### config.mk
export PLATFORM = sky130hd
export DESIGN_NAME = adc_running_mean_to_millivolts_top
export DESIGN_NICKNAME = d
export VERILOG_FILES = /design/src/design/arm_pkg.sv /design/src/design/arm_ctrl.sv /design/src/design/arm_dpath.sv /design/src/design/adc_running_mean_to_millivolts_top.sv
export SDC_FILE = /design/constraint.sdc
export NUM_CORES = 1
export LEC_CHECK = 0
export BUFFER_PORTS_ARGS = -buffer_cell sky130_fd_sc_hd__buf_2
export CORE_AREA = 3 3 146 183
export CTS_CLUSTER_SIZE = 8
export DETAILED_ROUTE_END_ITERATION = 8
export DIE_AREA = 0 0 149 186
export PLACE_DENSITY = 0.69
export SYNTH_ARGS = -nofsm -noshare
export SYNTH_HDL_FRONTEND = slang
export SYNTH_SLANG_ARGS = --single-unit
### constraint.sdc
create_clock -name clk -period 8.42 [get_ports clk]
set_input_delay 1.263 -clock clk [delete_from_list [all_inputs] [get_ports clk]]
set_output_delay 1.263 -clock clk [all_outputs]
set_load 0.02 [all_outputs]
### src/design/arm_pkg.sv
// Shared types and constants of the running-mean millivolt block.
package arm_pkg;

    localparam int CNT_W       = 16;
    localparam int MV_W        = 13;
    localparam int SUPPLY_W    = 13;
    localparam int APB_ADDR_W  = 3;
    localparam int APB_DATA_W  = 32;
    localparam int OUT_TDATA_W = 16;

    localparam logic [CNT_W-1:0]    WINDOW_RESET = 16'd10000;
    localparam logic [SUPPLY_W-1:0] SUPPLY_RESET = 13'd3300;

    // register index, taken from paddr[2]
    localparam logic REG_WINDOW = 1'b0;
    localparam logic REG_SUPPLY = 1'b1;

    typedef struct packed {
        logic load;
        logic div_step;
        logic update;
        logic push;
    } arm_cmd_t;

    typedef struct packed {
        logic emit;
    } arm_status_t;

endpackage

### src/design/arm_ctrl.sv
// Sequencer: accept, serial divide, mean update, result push.
module arm_ctrl #(
    parameter int SAMPLE_BITS = 12
) (
    input  logic              clk,
    input  logic              rst_n,
    input  logic              s_tvalid,
    output logic              s_tready,
    output logic              m_tvalid,
    input  logic              m_tready,
    input  arm_pkg::arm_status_t status,
    output arm_pkg::arm_cmd_t    cmd
);
    import arm_pkg::*;

    localparam int STEP_W = $clog2(SAMPLE_BITS);
    localparam logic [STEP_W-1:0] LAST_STEP = STEP_W'(SAMPLE_BITS - 1);

    typedef enum logic [1:0] {
        ST_IDLE,
        ST_DIV,
        ST_UPD,
        ST_PUSH
    } state_t;

    state_t             state_reg;
    logic [STEP_W-1:0]  step_reg;
    logic               m_tvalid_reg;
    logic               can_push;

    assign can_push = !m_tvalid_reg || m_tready;

    always_comb
    begin
        cmd.load     = (state_reg == ST_IDLE) && s_tvalid;
        cmd.div_step = (state_reg == ST_DIV);
        cmd.update   = (state_reg == ST_UPD);
        cmd.push     = (state_reg == ST_PUSH) && can_push;
    end

    assign s_tready = (state_reg == ST_IDLE);
    assign m_tvalid = m_tvalid_reg;

    always_ff @(posedge clk or negedge rst_n)
    begin
        if (!rst_n)
        begin
            state_reg    <= ST_IDLE;
            step_reg     <= '0;
            m_tvalid_reg <= 1'b0;
        end
        else
        begin
            if (cmd.push)
                m_tvalid_reg <= 1'b1;
            else if (m_tready)
                m_tvalid_reg <= 1'b0;

            case (state_reg)
                ST_IDLE:
                begin
                    step_reg <= '0;
                    if (s_tvalid)
                        state_reg <= ST_DIV;
                end
                ST_DIV:
                begin
                    step_reg <= step_reg + 1'b1;
                    if (step_reg == LAST_STEP)
                        state_reg <= ST_UPD;
                end
                ST_UPD:
                begin
                    state_reg <= status.emit ? ST_PUSH : ST_IDLE;
                end
                ST_PUSH:
                begin
                    if (can_push)
                        state_reg <= ST_IDLE;
                end
                default:
                begin
                    state_reg <= ST_IDLE;
                end
            endcase
        end
    end

endmodule

### src/design/arm_dpath.sv
// Datapath: config registers, mean and count, restoring divider, scaler.
module arm_dpath #(
    parameter int SAMPLE_BITS = 12
) (
    input  logic                               clk,
    input  logic                               rst_n,
    input  logic                               cfg_we,
    input  logic                               cfg_sel,
    input  logic [arm_pkg::APB_DATA_W-1:0]     cfg_wdata,
    output logic [arm_pkg::APB_DATA_W-1:0]     cfg_rdata,
    input  logic [SAMPLE_BITS-1:0]             sample,
    input  arm_pkg::arm_cmd_t                  cmd,
    output arm_pkg::arm_status_t               status,
    output logic [arm_pkg::MV_W-1:0]           millivolts
);
    import arm_pkg::*;

    localparam int SB = SAMPLE_BITS;

    logic [CNT_W-1:0]    window_reg;
    logic [SUPPLY_W-1:0] supply_reg;
    logic [SB-1:0]       mean_reg;
    logic [CNT_W-1:0]    count_reg;
    logic [SB-1:0]       qd_reg;
    logic [CNT_W-1:0]    rem_reg;
    logic                neg_reg;
    logic [SB+SUPPLY_W-1:0] prod_reg;
    logic [MV_W-1:0]     mv_reg;

    logic [CNT_W-1:0]    count_inc;
    logic [CNT_W-1:0]    count_next;
    logic [SB:0]         diff;
    logic [SB:0]         diff_mag;
    logic [CNT_W:0]      rem_sh;
    logic [CNT_W:0]      rem_sub;
    logic                q_bit;
    logic [SB:0]         step;
    logic [SB:0]         mean_sum;
    logic [SB-1:0]       mean_next;
    logic [CNT_W-1:0]    win_eff;

    always_comb
    begin
        count_inc  = count_reg + 1'b1;
        count_next = (count_inc == '0) ? CNT_W'(1) : count_inc;
        diff       = {1'b0, sample} - {1'b0, mean_reg};
        diff_mag   = diff[SB] ? (~diff + 1'b1) : diff;

        rem_sh  = {rem_reg, qd_reg[SB-1]};
        rem_sub = rem_sh - {1'b0, count_reg};
        q_bit   = (rem_sh >= {1'b0, count_reg});

        // the step never overshoots the sample, so the sum stays in range
        step      = neg_reg ? (~{1'b0, qd_reg} + 1'b1) : {1'b0, qd_reg};
        mean_sum  = {1'b0, mean_reg} + step;
        mean_next = mean_sum[SB-1:0];

        win_eff     = (window_reg == '0) ? CNT_W'(1) : window_reg;
        status.emit = (count_reg >= win_eff);
    end

    always_comb
    begin
        case (cfg_sel)
            REG_WINDOW: cfg_rdata = APB_DATA_W'(window_reg);
            REG_SUPPLY: cfg_rdata = APB_DATA_W'(supply_reg);
            default:    cfg_rdata = '0;
        endcase
    end

    always_ff @(posedge clk or negedge rst_n)
    begin
        if (!rst_n)
        begin
            window_reg <= WINDOW_RESET;
            supply_reg <= SUPPLY_RESET;
            mean_reg   <= '0;
            count_reg  <= '0;
        end
        else
        begin
            if (cfg_we && cfg_sel == REG_WINDOW)
                window_reg <= cfg_wdata[CNT_W-1:0];
            if (cfg_we && cfg_sel == REG_SUPPLY)
                supply_reg <= cfg_wdata[SUPPLY_W-1:0];

            if (cmd.load)
                count_reg <= count_next;

            if (cmd.update)
            begin
                if (status.emit)
                begin
                    mean_reg  <= '0;
                    count_reg <= '0;
                end
                else
                    mean_reg <= mean_next;
            end
        end
    end

    always_ff @(posedge clk)
    begin
        if (cmd.load)
        begin
            qd_reg  <= diff_mag[SB-1:0];
            rem_reg <= '0;
            neg_reg <= diff[SB];
        end
        else if (cmd.div_step)
        begin
            qd_reg  <= {qd_reg[SB-2:0], q_bit};
            rem_reg <= q_bit ? rem_sub[CNT_W-1:0] : rem_sh[CNT_W-1:0];
        end

        if (cmd.update)
            prod_reg <= mean_next * supply_reg;

        if (cmd.push)
            mv_reg <= prod_reg[SB +: MV_W];
    end

    assign millivolts = mv_reg;

endmodule

### src/design/adc_running_mean_to_millivolts_top.sv
// Each sample is accepted, divided by the one-bit-per-cycle divider, then folded into
// the mean; a new sample is taken only after the mean update of the last one. When the
// window count is reached, a result is pushed, waiting while an earlier one is held.
// A waiting result sits in the output register while the next sample is taken.
// Reset (rst_n low, async): mean and count clear, window 10000, supply 3300 mV.
module adc_running_mean_to_millivolts_top #(
    parameter int SAMPLE_BITS = 12
) (
    input  logic                                       clk,
    input  logic                                       rst_n,
    input  logic                                       s_tvalid,
    output logic                                       s_tready,
    input  logic [((SAMPLE_BITS + 7) / 8) * 8 - 1:0]   s_tdata,  // sample
    output logic                                       m_tvalid,
    input  logic                                       m_tready,
    output logic [arm_pkg::OUT_TDATA_W-1:0]            m_tdata,  // millivolts
    input  logic                                       psel,
    input  logic                                       penable,
    input  logic                                       pwrite,
    input  logic [arm_pkg::APB_ADDR_W-1:0]             paddr,
    input  logic [arm_pkg::APB_DATA_W-1:0]             pwdata,
    output logic [arm_pkg::APB_DATA_W-1:0]             prdata,
    output logic                                       pready
);
    import arm_pkg::*;

    arm_cmd_t        cmd;
    arm_status_t     status;
    logic [MV_W-1:0] millivolts;
    logic            cfg_we;

    assign pready  = 1'b1;
    assign cfg_we  = psel && penable && pwrite && pready;
    assign m_tdata = OUT_TDATA_W'(millivolts);

    arm_ctrl #(
        .SAMPLE_BITS(SAMPLE_BITS)
    ) u_ctrl (
        .clk     (clk),
        .rst_n   (rst_n),
        .s_tvalid(s_tvalid),
        .s_tready(s_tready),
        .m_tvalid(m_tvalid),
        .m_tready(m_tready),
        .status  (status),
        .cmd     (cmd)
    );

    arm_dpath #(
        .SAMPLE_BITS(SAMPLE_BITS)
    ) u_dpath (
        .clk       (clk),
        .rst_n     (rst_n),
        .cfg_we    (cfg_we),
        .cfg_sel   (paddr[2]),
        .cfg_wdata (pwdata),
        .cfg_rdata (prdata),
        .sample    (s_tdata[SAMPLE_BITS-1:0]),
        .cmd       (cmd),
        .status    (status),
        .millivolts(millivolts)
    );

endmodule

==> summary.txt <==
Route
  • Antenna-violating nets left: 0
  • Router iterations before antenna repair: 5
  • WL/cell: between 15 and 20 µm
  • DR iter-0 viols: between 500 and 600
  • Drt drc: 0
  • Detailed-route vias per instance: around 5.3
  • Via count: ~9.4k
  • DRT Wirelength: 27900 µm

Placed design
  • Port bufs: 66
  • DP HPWL: between 20000 and 25000 µm
  • Routability cong.: just under 0.9

Timing
  • Setup-failing EPs final: 0
  • Final hold vios: 0
  • RSZ-0062 raised after global routing: no
  • Crit path time final: between 7 and 8 ns
  • Worst Clk Skew: between 0.015 and 0.02 ns
  • Fmax: 0.126 GHz
  • Max-slew headroom: 0.214
  • Slew at the pin closest to its max-slew limit: 1.17 ns
  • Max-slew violations: 0
  • Setup TNS: 0 ns
  • Crit share post-route: 0.940

Clocking
  • Later-pin clock latency in the skew report: around 0.42 ns
  • CTS Buf Count: 17
  • Hold-fix buffer count after cts: 0
  • CTS sink cnt: around 120
  • CTS tree: yes
  • CTS root buf: clkbuf_16
  • CTS H-tree lvls: 4
  • Worst-path clk slew: 0.06 ns
  • Clock Tree Buf Depth: 2

Floorplan
  • Die ar.: between 0.02 and 0.03 mm²
  • Core Box Area: about 0.025 mm²
  • Die Width: 149 µm
  • Initial Util: 0.495
  • IO Count: 109
  • Std-Cell Rows: 65
  • Chip height: approximately 190 µm

Critical path
  • Crit path max fanout: 7
  • Worst setup SP type: flip-flop
  • CP max-delay cell: fa_1
  • CP max stage delay: approximately 0.54 ns
  • Critical path type: flip-flop to flip-flop
  • R2r startpoint: u_dpath.qd_reg[1]$_DFFE_PP_
  • CP endpoint kind: flip-flop
  • Reg-to-reg endpoint: u_dpath.prod_reg[24]$_DFFE_PN_
  • Worst r2r path cells: 31
  • Worst Path Arrival: between 8 and 9 ns
  • CP required: approximately 8.6 ns
  • R2R Setup Slk: approximately 0.50 ns

Worst hold path
  • Hold Path Cell Cnt: 0
  • HP Class: flip-flop to flip-flop
  • Worst Hold Path EP: u_dpath.millivolts[7]$_DFFE_PP_
  • Worst Min Path Start: u_dpath.prod_reg[19]$_DFFE_PN_

Yosys
  • Sequential-to-total area share from yosys stat: 0.249
  • Largest family of logic cells by synthesized area: adder cells
  • Post-synthesis adder-cell area fraction: 0.300
  • FF+latch count, synth: 119
  • Mux cell area share after synthesis: 0.0399
  • Post-synth ARST share: 0.538
  • Ys flop type: dfrtp_1
  • Synth Area in Compound Gates: 0.113
  • EDFF count, synth: 39
  • Post-Synth Simple-Gate Area: 0.153
  • Distinct cells, synth: 81
  • Mapped Cells: around 1.4k
  • YS warnings: 0
  • Syn_area_per_cell: around 9.1 µm²
  • Xor/xnor share of the synthesized area: 0.0531
  • Mapped Area: about 0.012 mm²

Layout
  • # diodes: 0
  • Share of layout cells above drive strength 1: 0.125
  • Fin nets: 1712
  • Layout area overhead: 9.81%
  • Fillers: ~2.3k

GRT
  • First-pass GRT wire length: 46800 µm
  • Gr ovfl total: 0
  • Initial antenna violation count: 1
  • Gr usage total: 0.209
  • Largest net degree at the start of global routing: 65
  • Vias in the first global route: 9438

Run status
  • Status: complete, no violations

Job
  • MaxCap Viol Count: 0
-- layout by cell type, fill, tap and decap left out, types with 7 or more instances in the layout --
cell and count:
inv_1 210, nand2_1 179, ha_1 120, fa_1 112
o21ai_0 69, buf_2 66, xnor2_1 55, nor2_1 54
dfrtp_1 53, and2_1 50, edfxtp_1 39, a21oi_1 37
mux2_2 30, nand2b_1 23, nor3_1 20, conb_1 20
buf_4 18, nand3_1 17, xor2_1 17, clkbuf_16 17
mux2i_1 16, dfxtp_1 16, a21o_1 15, nor2b_1 14
a31oi_1 12, dfstp_2 11, o21a_1 10, and3_1 8
nor4_1 8, o31ai_1 7, o21ai_1 7
-- kinds of logic after synthesis --
family	after synthesis
AND/OR/NAND/NOR	399
buffers and inverters	277
adder cells (fa/ha/maj)	232
AO/OA/AOI/OAI	217
flip-flops	119
XOR/XNOR	74
multiplexers	46
other	2
-- critical path: cells and delay by family, from the launching register on --
| kind | cells | cell delay [ns] |
|---|---|---|
| AOI/OAI and AO/OA | 12 | 2.61 |
| xor gates and xnor gates | 2 | 0.31 |
| adders and majority gates | 8 | 3.48 |
| buffers and inverters | 5 | 0.30 |
| DFF | 1 | 0.41 |
| and+or+nand+nor | 4 | 0.53 |
-- cells in the mapped netlist (17+ instances only) --
cell      instances  area, µm²
xor2_1           17        149
nor3_1           20        100
o21ai_0          69        345
clkbuf_1         42        158
nand2b_1         23        144
nand2_1         179        672
edfxtp_1         39       1170
dfrtp_1          53       1330
nor2_1           54        203
a21oi_1          38        190
xnor2_1          56        490
ha_1            120       1500
buf_4            20        150
fa_1            112       2240
nand3_1          17       85.1
inv_1           210        788
mux2_2           30        338
and2_1           50        313
-- metal layers --
metal  share of wire  GRT usage  vias up
met2            0.52      0.381      178
met1            0.43      0.259     4578
met4           0.015     0.0480        2
met3           0.036     0.0343       36
met5         0.00029          0        -
li1                -          -     4578
-- through the flow --
step | hold WS [ns] | worst slack (ns) | std cells | utilization | area (µm²)
floorplan | 0.400 | 0.916 | 1384 | - | 12500
global placement | 0.401 | 0.327 | 1735 | 0.518 | 13100
detailed placement | 0.406 | 0.314 | 1735 | 0.518 | 13100
CTS | 0.418 | 0.289 | 1767 | 0.541 | 13700
global route | 0.424 | 0.0538 | 1770 | 0.543 | 13700
finish | 0.417 | 0.503 | 1770 | 0.543 | 13700
-- worst max-delay path by stage --
| stage | cells past startpoint | slack (ns) | from | end |
|---|---|---|---|---|
| after floorplan | 33 | 0.92 | u_dpath.qd_reg[0]$_DFFE_PP_ | u_dpath.prod_reg[24]$_DFFE_PN_ |
| after global placement | 32 | 0.33 | u_dpath.qd_reg[0]$_DFFE_PP_ | u_dpath.prod_reg[24]$_DFFE_PN_ |
| after detailed placement | 32 | 0.31 | u_dpath.qd_reg[0]$_DFFE_PP_ | u_dpath.prod_reg[24]$_DFFE_PN_ |
| after CTS | 32 | 0.29 | u_dpath.qd_reg[0]$_DFFE_PP_ | u_dpath.prod_reg[24]$_DFFE_PN_ |
| after global routing | 32 | 0.05 | u_dpath.qd_reg[1]$_DFFE_PP_ | u_dpath.prod_reg[24]$_DFFE_PN_ |
| final | 31 | 0.50 | u_dpath.qd_reg[1]$_DFFE_PP_ | u_dpath.prod_reg[24]$_DFFE_PN_ |
-- timing repair --
| action | CTS | global route |
|---|---|---|
| resized for setup | 0 | 5 |
| buffers inserted | 0 | 3 |
| endpoints found under the setup margin | 0 | 3 |
-- cell type report --
cell class,instances,area [µm²],share of cell area
clock buffer,18,439,0.0321
clock inverter,14,148,0.0108
inverter,212,796,0.0581
multi-input combinational,988,8330,0.608
sequential,119,3110,0.227
tap,335,419,0.0306
timing repair buffer,84,465,0.0340
Power is left out: the tool's default activity adds up to more than one toggle a clock period on the data nets, which glitch-free logic cannot reach.
